==> config.mk <==
export PLATFORM = sky130hd
export DESIGN_NAME = scancode_set1_to_char_decoder_top
export DESIGN_NICKNAME = d
export VERILOG_FILES = /design/src/rtl/scdec_pkg.sv /design/src/rtl/scdec_decode.sv /design/src/rtl/scancode_set1_to_char_decoder_top.sv
export SDC_FILE = /design/constraint.sdc
export NUM_CORES = 1
export LEC_CHECK = 0
export BUFFER_PORTS_ARGS = -buffer_cell sky130_fd_sc_hd__clkbuf_2
export CAP_MARGIN = 25
export CORE_UTILIZATION = 46
export CTS_BUF_LIST = sky130_fd_sc_hd__clkbuf_8
export DETAILED_ROUTE_END_ITERATION = 7
export PLACE_DENSITY = 0.66
export SETUP_SLACK_MARGIN = 0.3
export SLEW_MARGIN = 20
export SYNTH_ARGS = -nofsm -noshare
export SYNTH_HDL_FRONTEND = slang
export SYNTH_SLANG_ARGS = --single-unit
==> constraint.sdc <==
create_clock -name clk_i -period 4.4 [get_ports clk_i]
set_input_delay 0.88 -clock clk_i [delete_from_list [all_inputs] [get_ports clk_i]]
set_output_delay 0.88 -clock clk_i [all_outputs]
set_load 0.02 [all_outputs]
==> src/rtl/scdec_pkg.sv <==
// ---------------------------------------------------------------------------
// Scancode decoder package
// Shared types, scancode constants and US layout lookup tables for the
// set-1 scancode to character decoder.
// ---------------------------------------------------------------------------
package scdec_pkg;

  localparam int unsigned CodeW = 8;

  typedef logic [CodeW-1:0] byte_t;

  // Keyboard state flags carried between the top level and the decoder.
  typedef struct packed {
    logic ext_pending;
    logic shift_held;
    logic caps_on;
    logic ctrl_held;
    logic alt_held;
  } flags_t;

  // Scancodes with a meaning of their own.
  localparam byte_t PfxExt    = 8'hE0;
  localparam byte_t LShiftDn  = 8'h2A;
  localparam byte_t RShiftDn  = 8'h36;
  localparam byte_t LShiftUp  = 8'hAA;
  localparam byte_t RShiftUp  = 8'hB6;
  localparam byte_t CapsKey   = 8'h3A;
  localparam byte_t CtrlDn    = 8'h1D;
  localparam byte_t CtrlUp    = 8'h9D;
  localparam byte_t AltDn     = 8'h38;
  localparam byte_t AltUp     = 8'hB8;
  localparam int unsigned BreakBit = 7;

  // Extended navigation make codes.
  localparam byte_t ExtUp    = 8'h48;
  localparam byte_t ExtDown  = 8'h50;
  localparam byte_t ExtLeft  = 8'h4B;
  localparam byte_t ExtRight = 8'h4D;
  localparam byte_t ExtHome  = 8'h47;
  localparam byte_t ExtEnd   = 8'h4F;
  localparam byte_t ExtPgUp  = 8'h49;
  localparam byte_t ExtPgDn  = 8'h51;

  // Control codes given for the navigation keys.
  localparam byte_t NavUpCode    = 8'h0B;
  localparam byte_t NavDownCode  = 8'h0C;
  localparam byte_t NavLeftCode  = 8'h10;
  localparam byte_t NavRightCode = 8'h14;
  localparam byte_t NavHomeCode  = 8'h01;
  localparam byte_t NavEndCode   = 8'h05;
  localparam byte_t NavPgUpCode  = 8'h02;
  localparam byte_t NavPgDnCode  = 8'h06;

  localparam byte_t CtrlBand = 8'h80;
  localparam byte_t AltBand  = 8'hE0;

  localparam byte_t ChLowA  = 8'h61;
  localparam byte_t ChLowZ  = 8'h7A;
  localparam byte_t ChUpA   = 8'h41;
  localparam byte_t ChUpZ   = 8'h5A;
  localparam byte_t CaseGap = 8'h20;

  function automatic byte_t nav_code(input byte_t b);
    byte_t c;
    c = '0;
    unique case (b)
      ExtUp:    c = NavUpCode;
      ExtDown:  c = NavDownCode;
      ExtLeft:  c = NavLeftCode;
      ExtRight: c = NavRightCode;
      ExtHome:  c = NavHomeCode;
      ExtEnd:   c = NavEndCode;
      ExtPgUp:  c = NavPgUpCode;
      ExtPgDn:  c = NavPgDnCode;
      default:  c = '0;
    endcase
    return c;
  endfunction

  // Keys that read the same with and without shift, keypad included.
  function automatic byte_t common_char(input logic [6:0] idx);
    byte_t c;
    c = '0;
    unique case (idx)
      7'h0E: c = 8'h08;
      7'h0F: c = 8'h09;
      7'h1C: c = 8'h0A;
      7'h37: c = 8'h2A;
      7'h39: c = 8'h20;
      7'h47: c = 8'h37;
      7'h48: c = 8'h38;
      7'h49: c = 8'h39;
      7'h4A: c = 8'h2D;
      7'h4B: c = 8'h34;
      7'h4C: c = 8'h35;
      7'h4D: c = 8'h36;
      7'h4E: c = 8'h2B;
      7'h4F: c = 8'h31;
      7'h50: c = 8'h32;
      7'h51: c = 8'h33;
      7'h52: c = 8'h30;
      7'h53: c = 8'h2E;
      default: c = '0;
    endcase
    return c;
  endfunction

  function automatic byte_t plain_char(input logic [6:0] idx);
    byte_t c;
    c = common_char(idx);
    unique case (idx)
      7'h02: c = 8'h31;
      7'h03: c = 8'h32;
      7'h04: c = 8'h33;
      7'h05: c = 8'h34;
      7'h06: c = 8'h35;
      7'h07: c = 8'h36;
      7'h08: c = 8'h37;
      7'h09: c = 8'h38;
      7'h0A: c = 8'h39;
      7'h0B: c = 8'h30;
      7'h0C: c = 8'h2D;
      7'h0D: c = 8'h3D;
      7'h10: c = 8'h71;
      7'h11: c = 8'h77;
      7'h12: c = 8'h65;
      7'h13: c = 8'h72;
      7'h14: c = 8'h74;
      7'h15: c = 8'h79;
      7'h16: c = 8'h75;
      7'h17: c = 8'h69;
      7'h18: c = 8'h6F;
      7'h19: c = 8'h70;
      7'h1A: c = 8'h5B;
      7'h1B: c = 8'h5D;
      7'h1E: c = 8'h61;
      7'h1F: c = 8'h73;
      7'h20: c = 8'h64;
      7'h21: c = 8'h66;
      7'h22: c = 8'h67;
      7'h23: c = 8'h68;
      7'h24: c = 8'h6A;
      7'h25: c = 8'h6B;
      7'h26: c = 8'h6C;
      7'h27: c = 8'h3B;
      7'h28: c = 8'h27;
      7'h29: c = 8'h60;
      7'h2B: c = 8'h5C;
      7'h2C: c = 8'h7A;
      7'h2D: c = 8'h78;
      7'h2E: c = 8'h63;
      7'h2F: c = 8'h76;
      7'h30: c = 8'h62;
      7'h31: c = 8'h6E;
      7'h32: c = 8'h6D;
      7'h33: c = 8'h2C;
      7'h34: c = 8'h2E;
      7'h35: c = 8'h2F;
      default: ;
    endcase
    return c;
  endfunction

  function automatic byte_t shifted_char(input logic [6:0] idx);
    byte_t c;
    byte_t p;
    c = common_char(idx);
    p = plain_char(idx);
    // Letters simply move to upper case.
    if (p >= ChLowA && p <= ChLowZ) c = p - CaseGap;
    unique case (idx)
      7'h02: c = 8'h21;
      7'h03: c = 8'h40;
      7'h04: c = 8'h23;
      7'h05: c = 8'h24;
      7'h06: c = 8'h25;
      7'h07: c = 8'h5E;
      7'h08: c = 8'h26;
      7'h09: c = 8'h2A;
      7'h0A: c = 8'h28;
      7'h0B: c = 8'h29;
      7'h0C: c = 8'h5F;
      7'h0D: c = 8'h2B;
      7'h1A: c = 8'h7B;
      7'h1B: c = 8'h7D;
      7'h27: c = 8'h3A;
      7'h28: c = 8'h22;
      7'h29: c = 8'h7E;
      7'h2B: c = 8'h7C;
      7'h33: c = 8'h3C;
      7'h34: c = 8'h3E;
      7'h35: c = 8'h3F;
      default: ;
    endcase
    return c;
  endfunction

  // Ctrl band encoding; zero means the key is dropped.
  function automatic byte_t ctrl_code(input byte_t c);
    byte_t r;
    r = '0;
    if ((c >= ChLowA && c <= ChLowZ) || (c >= ChUpA && c <= ChUpZ)) begin
      r = CtrlBand | {3'b000, c[4:0]};
    end else begin
      unique case (c)
        8'h5B:               r = CtrlBand | 8'd27;
        8'h5C:               r = CtrlBand | 8'd28;
        8'h5D:               r = CtrlBand | 8'd29;
        8'h36, 8'h5E:        r = CtrlBand | 8'd30;
        8'h2D, 8'h5F:        r = CtrlBand | 8'd31;
        8'h20, 8'h40, 8'h32: r = CtrlBand;
        default:             r = '0;
      endcase
    end
    return r;
  endfunction

endpackage

==> src/rtl/scdec_decode.sv <==
// ---------------------------------------------------------------------------
// Scancode decode logic
// Combinational decode of one scancode against the current keyboard flags:
// gives the next flags and at most one character.
// ---------------------------------------------------------------------------
module scdec_decode (
  input  scdec_pkg::byte_t  scan_code_i,
  input  scdec_pkg::flags_t flags_i,
  output scdec_pkg::flags_t flags_o,
  output logic              char_valid_o,
  output scdec_pkg::byte_t  char_code_o
);

  scdec_pkg::byte_t base_char;
  scdec_pkg::byte_t case_char;
  scdec_pkg::byte_t mod_char;
  scdec_pkg::byte_t nav_char;
  logic             is_lower;

  assign base_char = flags_i.shift_held ? scdec_pkg::shifted_char(scan_code_i[6:0])
                                        : scdec_pkg::plain_char(scan_code_i[6:0]);
  assign is_lower  = (base_char >= scdec_pkg::ChLowA) && (base_char <= scdec_pkg::ChLowZ);
  assign case_char = (flags_i.caps_on && is_lower) ? base_char - scdec_pkg::CaseGap
                                                   : base_char;
  assign nav_char  = scdec_pkg::nav_code(scan_code_i);

  always_comb begin
    if (flags_i.ctrl_held) begin
      mod_char = scdec_pkg::ctrl_code(case_char);
    end else if (flags_i.alt_held && case_char >= scdec_pkg::ChLowA &&
                 case_char <= scdec_pkg::ChLowZ) begin
      mod_char = scdec_pkg::AltBand | {3'b000, case_char[4:0]};
    end else begin
      mod_char = case_char;
    end
  end

  always_comb begin
    flags_o      = flags_i;
    char_valid_o = 1'b0;
    char_code_o  = mod_char;
    priority if (scan_code_i == scdec_pkg::PfxExt) begin
      flags_o.ext_pending = 1'b1;
    end else if (flags_i.ext_pending) begin
      flags_o.ext_pending = 1'b0;
      char_code_o         = nav_char;
      char_valid_o        = !scan_code_i[scdec_pkg::BreakBit] && (nav_char != '0);
    end else if (scan_code_i == scdec_pkg::LShiftDn || scan_code_i == scdec_pkg::RShiftDn) begin
      flags_o.shift_held = 1'b1;
    end else if (scan_code_i == scdec_pkg::LShiftUp || scan_code_i == scdec_pkg::RShiftUp) begin
      flags_o.shift_held = 1'b0;
    end else if (scan_code_i == scdec_pkg::CapsKey) begin
      flags_o.caps_on = !flags_i.caps_on;
    end else if (scan_code_i == scdec_pkg::CtrlDn) begin
      flags_o.ctrl_held = 1'b1;
    end else if (scan_code_i == scdec_pkg::CtrlUp) begin
      flags_o.ctrl_held = 1'b0;
    end else if (scan_code_i == scdec_pkg::AltDn) begin
      flags_o.alt_held = 1'b1;
    end else if (scan_code_i == scdec_pkg::AltUp) begin
      flags_o.alt_held = 1'b0;
    end else begin
      char_valid_o = !scan_code_i[scdec_pkg::BreakBit] && (mod_char != '0);
    end
  end

endmodule

==> src/rtl/scancode_set1_to_char_decoder_top.sv <==
// ---------------------------------------------------------------------------
// Set-1 scancode to character decoder
// Turns a stream of keyboard scancode bytes into US layout character bytes.
// ---------------------------------------------------------------------------
// One scancode is taken per transfer on the slave side and yields zero or one
// character on the master side. Each scancode is decoded in the cycle it is
// taken, so a new scancode can be taken every cycle unless the input stalls.
// A character goes to the output register, or to the skid register while the
// output register holds one not yet taken. These two entries let the input
// flow while a character waits; it stalls only when both are full. Modifier
// and prefix codes update key flags; they and break codes give no character.
module scancode_set1_to_char_decoder_top (
  input  logic       clk_i,
  input  logic       rst_ni,
  input  logic       s_axis_tvalid,
  output logic       s_axis_tready,
  input  logic [7:0] s_axis_tdata,   // [7:0] scan_code
  output logic       m_axis_tvalid,
  input  logic       m_axis_tready,
  output logic [7:0] m_axis_tdata    // [7:0] char_code
);

  scdec_pkg::flags_t flags_q, flags_d;
  logic              out_valid_q, out_valid_d;
  scdec_pkg::byte_t  out_data_q, out_data_d;
  logic              skid_valid_q, skid_valid_d;
  scdec_pkg::byte_t  skid_data_q, skid_data_d;

  logic              in_fire;
  logic              out_fire;
  logic              res_valid;
  scdec_pkg::byte_t  res_code;
  scdec_pkg::flags_t dec_flags;

  scdec_decode u_decode (
    .scan_code_i  (s_axis_tdata),
    .flags_i      (flags_q),
    .flags_o      (dec_flags),
    .char_valid_o (res_valid),
    .char_code_o  (res_code)
  );

  assign s_axis_tready = !skid_valid_q;
  assign m_axis_tvalid = out_valid_q;
  assign m_axis_tdata  = out_data_q;
  assign in_fire       = s_axis_tvalid && s_axis_tready;
  assign out_fire      = out_valid_q && m_axis_tready;

  always_comb begin
    flags_d      = in_fire ? dec_flags : flags_q;
    out_valid_d  = out_valid_q;
    out_data_d   = out_data_q;
    skid_valid_d = skid_valid_q;
    skid_data_d  = skid_data_q;
    if (!out_valid_q || out_fire) begin
      // Output slot frees up: drain the skid entry first, else take the new result.
      if (skid_valid_q) begin
        out_valid_d  = 1'b1;
        out_data_d   = skid_data_q;
        skid_valid_d = 1'b0;
      end else begin
        out_valid_d = in_fire && res_valid;
        out_data_d  = res_code;
      end
    end else if (in_fire && res_valid) begin
      skid_valid_d = 1'b1;
      skid_data_d  = res_code;
    end
  end

  always_ff @(posedge clk_i or negedge rst_ni) begin
    if (!rst_ni) begin
      flags_q      <= '0;
      out_valid_q  <= 1'b0;
      skid_valid_q <= 1'b0;
    end else begin
      flags_q      <= flags_d;
      out_valid_q  <= out_valid_d;
      skid_valid_q <= skid_valid_d;
    end
  end

  always_ff @(posedge clk_i) begin
    out_data_q  <= out_data_d;
    skid_data_q <= skid_data_d;
  end

endmodule
Yosys cells after proc, flatten, opt, wreduce, memory -nomap -nowiden:

Index checks and enable logic that the tools add are counted.

* eq/ne operators: 93
* multipliers: 0
* div/mod/pow operators: 0
* reduce and logical (&&, ||, !) cells: 34
* bitwise operators: 8
* add/sub/neg operators: 2
* $lt $le $gt $ge: 8
* mux-type cells: 33
* shift operators: 0

Operators with widths (count)
* 8-bit one-hot mux with 47 select lines: 1
* 8-bit one-hot mux with 21 select lines: 1
* 7-bit by 6-bit equality test with 1-bit output (second input constant): 23
* 8-bit by 7-bit equality test with 1-bit output (second input constant): 14
* 6-bit one-hot mux with 18 select lines: 1
* 7-bit by 5-bit equality test with 1-bit output (second input constant): 15
* 7-bit equality test (second input constant): 13
* 8-bit 2-to-1 mux: 9
* 8-bit by 6-bit equality test with 1-bit output (second input constant): 8
* 7-bit by 4-bit equality test with 1-bit output (second input constant): 8
* 8-bit one-hot mux with 6 select lines: 1
* 8-bit equality test (second input constant): 5
* 5-bit one-hot mux with 8 select lines: 1
* 8-bit by 7-bit greater-or-equal comparator with 1-bit output (second input constant): 4
* 8-bit by 7-bit <= comparator with 1-bit output (second input constant): 4
* 7-bit by 3-bit equality test with 1-bit output (second input constant): 4
* 1-bit 2-to-1 mux: 19
* 8-bit nonzero test: 2
* 8-bit by 6-bit subtractor with 8-bit output (second input constant): 2
* 7-bit by 2-bit equality test with 1-bit output (second input constant): 2
* 1-bit logical AND: 12
* 9-bit AND reduction: 1
* 8-bit by 5-bit equality test with 1-bit output (second input constant): 1
* 1-bit NOT: 8
* other kinds (9): 19

* memories kept: 0
* word-level logic and storage cells: 187
* bits in writable memories: 0
* flip-flop bits (word level): 23
* latch bits: 0
* bits in read-only memories: 0

Longest topological paths before layout:

Gate-level depths: netlist (run 1).

* word-level depth: 31
* gate-level depth with buffers: 20
* mapped depth without buffers: 16

Hierarchy:

From an unflattened synthesis (run 1), not the netlist that was laid out.

* cells, all modules: 464
* area, all modules: 3693.5 µm²

Modules (own cells, without submodules)
* scdec_decode: sequential area each 0.0 µm², area each 2815.2 µm², cells each 419, times used 1
* scancode_set1_to_char_decoder_top: sequential area each 655.6 µm², area each 878.3 µm², cells each 45, times used 1

Least setup slack after synthesis (run 1):

Ideal clock, no wire load.

* path type: in2reg
* from: input s_axis_tdata[2]
* to: register skid_data_q[0] (enable)
* setup time: 0.395 ns
* setup slack: -0.969 ns
* arrival time: 4.975 ns
* buffers on the path: 3
* data required time: 4.005 ns
* cell stages on the path: 17
* cells stage by stage: buf_6 buf_6 buf_2 o211ai_1 nand4_1 or2_2 nor3b_1 ha_1 nor4_1 o21a_2 ha_1 o2111ai_2 a221oi_2 o21ai_2 a31oi_1 a2111oi_0 nor4_1

* cells in the longest elaborated chain, start to end: 30
* elaborated cells between the ends (all ways): 142
* classes of those cells: add/sub: 2; order compare: 8; eq/ne: 93; mux: 20; reduce/logical: 19

RTL lines
* start: declaration: line scancode_set1_to_char_decoder_top.sv:17 `input logic [7:0] s_axis_tdata,`
* 7-bit equality test, or another cell as far along: line scdec_pkg.sv:84 `unique case (idx)`
* 6-bit one-hot mux with 18 select lines: line scdec_pkg.sv:84
* 8-bit one-hot mux with 47 select lines: line scdec_pkg.sv:111 `unique case (idx)`
* 8-bit by 7-bit greater-or-equal comparator with 1-bit output or 8-bit by 7-bit <= comparator with 1-bit output (tied branches): line scdec_pkg.sv:170 `if (p >= ChLowA && p <= ChLowZ) c = p - CaseGap;`
* 1-bit logical AND: line scdec_pkg.sv:170
* 8-bit 2-to-1 mux: line scdec_pkg.sv:170
* 8-bit one-hot mux with 21 select lines: line scdec_pkg.sv:171 `unique case (idx)`
* 8-bit 2-to-1 mux: line scdec_decode.sv:20 `assign base_char = flags_i.shift_held ? scdec_pkg::shifted_char(scan_code_i[6:0])`
* (+14 left out)
* 1-bit 2-to-1 mux: line scdec_decode.sv:54 `end else if (scan_code_i == scdec_pkg::CtrlDn) begin`
* 1-bit 2-to-1 mux: line scdec_decode.sv:52 `end else if (scan_code_i == scdec_pkg::CapsKey) begin`
* 1-bit 2-to-1 mux: line scdec_decode.sv:50 `end else if (scan_code_i == scdec_pkg::LShiftUp || scan_code_i == scdec_pkg::RShiftUp) begin`
* 1-bit 2-to-1 mux: line scdec_decode.sv:48 `end else if (scan_code_i == scdec_pkg::LShiftDn || scan_code_i == scdec_pkg::RShiftDn) begin`
* 1-bit 2-to-1 mux: line scdec_decode.sv:44 `end else if (flags_i.ext_pending) begin`
* 1-bit 2-to-1 mux *: line scdec_decode.sv:42 `priority if (scan_code_i == scdec_pkg::PfxExt) begin`
* 1-bit logical AND *: line scancode_set1_to_char_decoder_top.sv:65 `end else if (in_fire && res_valid) begin`
* 2-bit AND reduction (no line) *
* end signal: assignment: line scancode_set1_to_char_decoder_top.sv:85 `skid_data_q <= skid_data_d;`
* end: declaration: line scancode_set1_to_char_decoder_top.sv:27 `scdec_pkg::byte_t skid_data_q, skid_data_d;`

Every way passes the cells marked *; elsewhere a longest branch is shown, timed or not.
A chain may end at the register's enable or synchronous reset.

Worst setup path in the final report (run 1):

* from: input s_axis_tdata[4]
* to: register out_data_q[2] (netlist: m_axis_tdata[2]) (data pin)

* cells in the longest elaborated chain, start to end: 20
* elaborated cells between the ends (all ways): 117
* classes of those cells: add/sub: 2; order compare: 8; eq/ne: 84; mux: 14; reduce/logical: 9

RTL lines
* 7-bit equality test, or another cell as far along: line scdec_pkg.sv:84
* 6-bit one-hot mux with 18 select lines: line scdec_pkg.sv:84
* 8-bit one-hot mux with 47 select lines: line scdec_pkg.sv:111
* 8-bit by 7-bit greater-or-equal comparator with 1-bit output or 8-bit by 7-bit <= comparator with 1-bit output (tied branches): line scdec_pkg.sv:170
* 1-bit logical AND: line scdec_pkg.sv:170
* 8-bit 2-to-1 mux: line scdec_pkg.sv:170
* 8-bit one-hot mux with 21 select lines: line scdec_pkg.sv:171
* 8-bit 2-to-1 mux: line scdec_decode.sv:20
* (+5 left out)
* 1-bit logical AND, or another cell as far along: line scdec_pkg.sv:202 `if ((c >= ChLowA && c <= ChLowZ) || (c >= ChUpA && c <= ChUpZ)) begin`
* 1-bit logical OR or 8-bit one-hot mux with 6 select lines (tied branches): line scdec_pkg.sv:202, scdec_pkg.sv:205
* 8-bit 2-to-1 mux: line scdec_pkg.sv:202
* 8-bit 2-to-1 mux: line scdec_decode.sv:28 `if (flags_i.ctrl_held) begin`
* 8-bit 2-to-1 mux: line scdec_decode.sv:44
* 8-bit 2-to-1 mux *: line scdec_decode.sv:42
* named net res_code[2]: line scancode_set1_to_char_decoder_top.sv:32 `scdec_pkg::byte_t res_code;`
* 8-bit 2-to-1 mux *: line scancode_set1_to_char_decoder_top.sv:57 `if (skid_valid_q) begin`
* end signal: assignment: line scancode_set1_to_char_decoder_top.sv:84 `out_data_q <= out_data_d;`
* end: declaration: line scancode_set1_to_char_decoder_top.sv:25 `scdec_pkg::byte_t out_data_q, out_data_d;`

The timed path passes the listed nets; every way through them passes the cells marked *.

==> results.yml, run 1 <==
place:
  portBuffers: 21
  dpl.hpwl_mm: 11.86
  globalplace.congestion: 1.135
  placed_area_mm2: 0.004886
layout:
  layout.nets: 654
  syn2layout_area_growth_pct: 60.23
  drive_gt1_frac: 0.4702
  antennaDiodeCount: 0
  fillers: 539
  final_area_mm2: 0.005575
clock_tree:
  clk_path_buf_depth: 2
  root_buffer: "clkbuf_8"
  cts.reportedPaths.clkPinSlew_ns: 0.08
  cts_tree: "yes"
  clock_latency_ns: 0.25
  clock-sinks: 23
  htree_levels: 1
  holdBufCountCts: 0
  cts_made_buffers: 3
route:
  drt_iter0_drc: 627
  routed_via_density: 6.537
  detail-route-antenna-nets: 0
  drc_errors: 0
  drtPass1Iterations: 5
  via_count: 4818
  wl_per_cell_um: 21.69
  routed_wl_mm: 15.98
worst_setup_path:
  cp_max_fo: 7
  path_class: "in -> reg"
  rrSetupSlack_ns: 0.92
  worstSetupEndpoint: "m_axis_tdata[2]"
  end_kind: "register"
  setup.worst_path.start_class: "input port"
  r2r_start: "flags_q[3]"
  r2r_cells: 12
  cp_data_required_time_ns: 4.53
  arrival_ns: 4.72
  startpoint: "s_axis_tdata[4]"
  reg2reg_to: "m_axis_tdata[2]"
die:
  die_area_mm2: 0.007917
  core_mm2: 0.007292
  start_util: 0.4772
  fp.dieH_um: 88.98
  rows: 31
  die_x_um: 88.98
  io-pin-count: 22
timing:
  rsz0062_at_grt: "yes"
  timing.final.crit_period_ns: 4.590
  final.setup.worst_slack_ns: -0.1903
  setup_violations: 18
  maxSlewViolCount: 0
  post-route-period-util: 1.043
  max_slew.worst_pin.slew_ns: 0.5362
  fmax_ghz: 0.2179
  hold_viol: 0
  slew_headroom: 0.6426
  finalClockSkew_ns: 0.003134
synth:
  ys.flop_type: "edfxtp_1"
  syn_nets: 476
  syn_area_mm2: 0.003480
  yosys_warnings: 0
  synthTopCellsByArea: "edfxtp_1 14%, nor2_1 5.2%, dfrtp_1 5.0%"
  async_reset_ff_frac: 0.3043
  synth_cell_types: 92
  synth_top_area_share: 0.1381
  synth_edf_count: 16
  syn_inst: 461
  yosysTopAreaCell: "edfxtp_1"
  synth_area_per_cell_um2: 7.548
  ys_ff_latch: 23
  seq_area_frac_synth: 0.1884
power:
  internal-power_uw: 740.0
  ir_drop_uv: 188.9
  power.density_mw_per_mm2: 228.1
  seqPwrFrac: 0.225
  power_frac_comb: 0.678
  power.switching_uw: 531.9
  switching_share: 0.4182
  power.leakage_uw: 0.002297
  clock_power_share: 0.096
  power.total_uw: 1272
status:
  outcome: "finished with violations"
  violations: "negative setup slack"
grt:
  grt_max_degree: 22
  antenna_found_initial: 0
  overflow: 0
  grt_pass1_wl_mm: 23.66
  grt_pass1_vias: 4283
  track_usage: 0.4009
worst_hold_path:
  hp-class: "in -> async"
run:
  cap_violations: 0
## flip-flops by register name, indices dropped and copies added (netlist names)
name / count
m_axis_tdata: 8
skid_data_q: 8
flags_q: 5
skid_valid_q: 1
m_axis_tvalid: 1
## stage by stage
stage | TNS (ns) | utilization | std cells | hold slack (ns) | setup WS (ns)
2_1_floorplan | -1.001 | - | 461 | 0.5013 | -0.1251
3_3_place_gp | -8.213 | 0.6700 | 712 | 0.5110 | -0.4494
3_5_place_dp | -9.821 | 0.6700 | 712 | 0.5536 | -0.5246
4_1_cts | -0.6840 | 0.7411 | 731 | 0.4470 | -0.07738
5_1_grt | -4.806 | 0.7646 | 737 | 0.4436 | -0.3431
6_report | -2.123 | 0.7646 | 737 | 0.4420 | -0.1903
## power groups by stage
stage	logic (µW)	clock network [µW]	registers [µW]
4_1_cts	777	123	287
2_1_floorplan	370	0	313
3_5_place_dp	671	0	290
5_1_grt	904	134	292
3_3_place_gp	662	0	289
6_report	863	122	287
## synthesized netlist by cell type (4+ instances only)
| master | number |
|---|---|
| buf_2 | 15 |
| or3b_1 | 4 |
| or2_2 | 5 |
| and3_1 | 10 |
| mux2_2 | 7 |
| o21ai_0 | 24 |
| nor3b_1 | 8 |
| clkbuf_1 | 6 |
| dfrtp_1 | 7 |
| a21oi_1 | 24 |
| xor2_1 | 4 |
| nor3_1 | 18 |
| a22oi_1 | 4 |
| o211ai_1 | 8 |
| nand2_1 | 33 |
| o32ai_1 | 4 |
| o2111ai_1 | 5 |
| nand3_1 | 14 |
| or3_1 | 8 |
| nor2_1 | 48 |
| buf_4 | 5 |
| a31oi_1 | 12 |
| nor4_1 | 8 |
| nand4_1 | 10 |
| nand2b_1 | 18 |
| o21ai_1 | 6 |
| nor2b_1 | 14 |
| edfxtp_1 | 16 |
| inv_1 | 8 |
| o21a_1 | 5 |
| o22ai_1 | 6 |
| buf_6 | 9 |
## how the worst min path moves through the flow
stage                                  to  slack (ns)           start
final                        skid_valid_q        0.44          rst_ni
after global routing        m_axis_tvalid        0.44          rst_ni
after CTS                    skid_valid_q        0.45          rst_ni
after detailed placement  m_axis_tdata[5]        0.55  skid_data_q[5]
after global placement    m_axis_tdata[2]        0.51  skid_data_q[2]
after floorplan           m_axis_tdata[2]        0.50  skid_data_q[2]
## kinds of logic (layout without fill, tap and decap cells)
kind of cell / count (synthesis) / after routing / share of synthesized area
AO/OA/AOI/OAI: 148 / 148 / 0.3161
XOR/XNOR: 5 / 5 / 0.01258
adder cells (fa/ha/maj): 3 / 3 / 0.01079
buffers and inverters: 47 / 224 / 0.08091
flip-flops: 23 / 23 / 0.1884
multiplexers: 11 / 11 / 0.03452
AND/OR/NAND/NOR: 224 / 224 / 0.3567
## routing by layer
metal / routed length, µm / share of wire / GRT usage
met1: 6610 / 0.41 / 0.5911
met3: 1951 / 0.12 / 0.06833
met5: 0 / 0 / 0
met4: 556 / 0.035 / 0.1097
met2: 6864 / 0.43 / 0.6007
## layout make-up
cell class / instances / area (µm²) / share of cell area
clock buffer: 3 / 41.29 / 0.007406
clock inverter: 1 / 3.754 / 0.0006732
inverter: 12 / 47.55 / 0.008528
multi-input combinational: 391 / 3007 / 0.5393
sequential: 23 / 655.6 / 0.1176
tap: 99 / 123.9 / 0.02222
timing repair buffer: 208 / 1697 / 0.3043
## repair_timing
action,CTS,global route
gates resized for setup,68,31
setup buffers,14,6
pin swaps,24,18
gates cloned,1,0
setup endpoints to repair,26,26
## worst max-delay path, stage by stage
cell,delay (ns)
clkbuf_16,0.13
buf_12,0.14
buf_8,0.13
nor2b_2,0.18
nand3_1,0.11
o21ai_0,0.14
a31oi_1,0.22
nor3b_4,0.26
ha_1,0.28
nor4_2,0.23
o21a_2,0.21
ha_4,0.16
o2111ai_4,0.12
buf_6,0.18
a221oi_4,0.38
o21ai_2,0.15
buf_6,0.15
and3_4,0.15
o32ai_4,0.32
mux2_4,0.21
## cell usage in the layout (no fill, tap or decap), types with 5 or more instances in the layout
cell,n
buf_4,164
nor2_1,43
nand2_1,29
o21ai_0,23
a21oi_1,22
nand2b_1,18
buf_6,18
nor3_1,16
clkbuf_2,16
edfxtp_1,16
nor2b_1,13
nand3_1,13
nand4_1,10
a31oi_1,9
inv_1,8
o211ai_1,8
and3_1,7
or3_1,7
dfrtp_1,7
nor3b_1,6
o21ai_1,6
mux2_4,6
o21a_1,5
nor2_4,5
No activity file was read; power rests on OpenSTA's default activity.
==> inputs of run 2 (changes only) <==
Settings changed: ABC_AREA set to 1.
==> run 2 against run 1 <==
  * The flow still finishes with violations (negative setup slack)
  * Clock skew grew 0.0029 ns
  * Clock power grew 12%
  * Flip-flop and latch count is the same
  * Hold slack lost 0.013 ns
  * Count of clock-buffer cells in the layout is the same
  * Area after synthesis shrank 2.6%
  * Register-to-register slack lost 0.27 ns
  * Via count grew 17%
  * Critical path depth grew 16
  * Largest power group unchanged
==> results.yml, run 2 <==
synth:
  ys.flop_type: "edfxtp_1"
  synth_top_family_by_area: "simple AND/OR/NAND/NOR gates"
  synth_edf_count: 16
  synth_commonest_cells: "201 x nand2_1, 115 x nor2_1, 68 x nand3_1"
  synth_compound_area_frac: 0.09339
  yosys_warnings: 0
  synth_mux_area_frac: 0
  synth_most_common_cell: "nand2_1"
  synthTopCellsByArea: "nand2_1 22%, edfxtp_1 14%, nor2_1 13%"
  synth_adder_area_share: 0.01107
  synth_top_area_share: 0.2226
  ys_ff_latch: 23
  synth_area_per_cell_um2: 5.449
  syn_nets: 637
  syn_inst: 622
  synth_cell_types: 37
  synth-simple-area-share: 0.6091
  seq_area_frac_synth: 0.1934
  async_reset_ff_frac: 0.3043
  synth_xor_area_frac: 0.002584
  yosysTopAreaCell: "nand2_1"
  syn_area_mm2: 0.003390
route:
  drt_iter0_drc: 523
  via_count: 5648
  routed_wl_mm: 17.63
  wl_per_cell_um: 18.85
  drtPass1Iterations: 6
  drc_errors: 0
  detail-route-antenna-nets: 0
  routed_via_density: 6.041
layout:
  fin_util: 0.8834
  antennaDiodeCount: 0
  multi_input_area_mm2: 0.003276
  layout.nets: 855
  fillers: 350
  drive_gt1_frac: 0.5328
  final_cell_mix: "189 x buf_4, 137 x nand2_1, 74 x nor2_1"
  final_area_mm2: 0.006135
  syn2layout_area_growth_pct: 80.99
  stdcell_count: 935
  ff_latch_area_um2: 655.6
  layout_commonest_cell: "buf_4"
worst_setup_path:
  arrival_ns: 4.86
  cp_data_required_time_ns: 4.36
  slowest_stage: "nor2_4"
  cp_max_fo: 8
  path_common_cell: "nand2_1"
  cpPeakStageDelay_ns: 0.24
  end_kind: "register"
  setup.worst_path.start_class: "input port"
  path_class: "in -> reg"
timing:
  hold_viol: 0
  max_slew.worst_pin.slew_ns: 0.5335
  final.setup.worst_slack_ns: -0.4982
  setup_violations: 22
  fmax_ghz: 0.2042
  finalClockSkew_ns: 0.006065
  maxSlewViolCount: 0
  slew_headroom: 0.6410
  holdWs_ns: 0.4293
  timing.final.crit_period_ns: 4.898
  fin_tns_setup_ns: -7.185
  rsz0062_at_grt: "yes"
  post-route-period-util: 1.113
status:
  violations: "negative setup slack"
  outcome: "finished with violations"
place:
  globalplace.congestion: 1.024
  portBuffers: 21
  dpl.hpwl_mm: 11.11
  placed_area_mm2: 0.004797
  placedCellCount: 887
grt:
  grt_pass1_wl_mm: 23.63
  track_usage: 0.3982
  grt_max_degree: 15
  grt_pass1_vias: 5059
  overflow: 0
  antenna_found_initial: 0
clock_tree:
  holdBufCountCts: 0
  cts_made_buffers: 3
  htree_levels: 1
  root_buffer: "clkbuf_8"
  clock-sinks: 23
  clk_path_buf_depth: 2
  cts.reportedPaths.clkPinSlew_ns: 0.09
  clock_latency_ns: 0.27
  cts_tree: "yes"
die:
  io-pin-count: 22
  start_util: 0.4881
  rows: 30
  die_area_mm2: 0.007716
  die_x_um: 87.84
  fp.dieH_um: 87.84
  core_mm2: 0.006944
power:
  power.density_mw_per_mm2: 203.4
  power.leakage_uw: 0.003280
  ir_drop_uv: 134.3
run:
  cap_violations: 0
worst_hold_path:
  hp-class: "in -> async"
-- run 2: cell types whose count changed after synthesis, sizes merged, moves of 14 or more --
cell	change
nand2	+194
nand2b	-18
inv	+56
nor2b	-14
buf	-23
nor2	+83
o21ai	-17
nand3	+58
-- run 2: cells by family after synthesis --
group | count (synthesis)
compound gates | 55
xor+xnor | 1
fa+ha+maj | 3
buf+inv | 75
flops | 23
simple gates | 465
-- run 2: cell type report --
class	count	area share
Multi-Input combinational cell	524	0.5340
Timing Repair Buffer	221	0.2870
Sequential cell	23	0.1069
Inverter	67	0.04507
Tap cell	96	0.01958
Clock buffer	3	0.006731
Clock inverter	1	0.0008158
-- run 2: path summary, 6_finish.rpt --
check | from | end | slack (ns) | depth (start not counted)
worst max-delay path | s_axis_tdata[4] | skid_data_q[7] | -0.50 | 36
worst min-delay path | rst_ni | m_axis_tvalid | 0.43 | 1
worst max register to register | flags_q[3] | skid_data_q[7] | 0.65 | 25
worst min register to register | skid_data_q[7] | m_axis_tdata[7] | 0.54 | 2
max in group asynchronous | rst_ni | flags_q[2] | 3.79 | 1
min in group clk_i | skid_data_q[7] | m_axis_tdata[7] | 0.54 | 2
-- run 2: per-stage QoR --
step / total power [µW] / setup WS, ns
after detailed placement: 882.2 / -0.8743
after global placement: 866.0 / -0.6496
final: 1248 / -0.4982
after global routing: 1306 / -0.7470
after floorplan: 614.4 / -0.008177
after CTS: 1121 / -0.1983
-- run 2: critical path: cells and delay by family --
kind	cells	cell delay, ns
AOI/OAI and AO/OA	1	0.17
buffers and inverters	7	0.80
and+or+nand+nor	28	3.00
-- run 2: metal layers --
| layer | part of all wire | GRT usage | routed length [µm] | vias to the layer above |
|---|---|---|---|---|
| li1 | - | - | - | 2468 |
| met5 | 0 | 0 | 0 | - |
| met4 | 0.079 | 0.2235 | 1397 | 0 |
| met2 | 0.47 | 0.7040 | 8360 | 463 |
| met1 | 0.35 | 0.4600 | 6111 | 2572 |
| met3 | 0.10 | 0.05561 | 1758 | 145 |
-- run 2: repair_timing --
item	4_1_cts	5_1_grt
pin swaps	76	42
setup buffers	23	18
endpoints found under the setup margin	22	26
gates resized for setup	131	109
gates cloned	3	0
-- run 2: power breakdown --
group          leakage [µW]  switching, µW  internal, µW  total (µW)
clock network     0.0000255           73.3          63.4         137
registers          0.000251           16.8           274         290
logic               0.00300            472           348         821
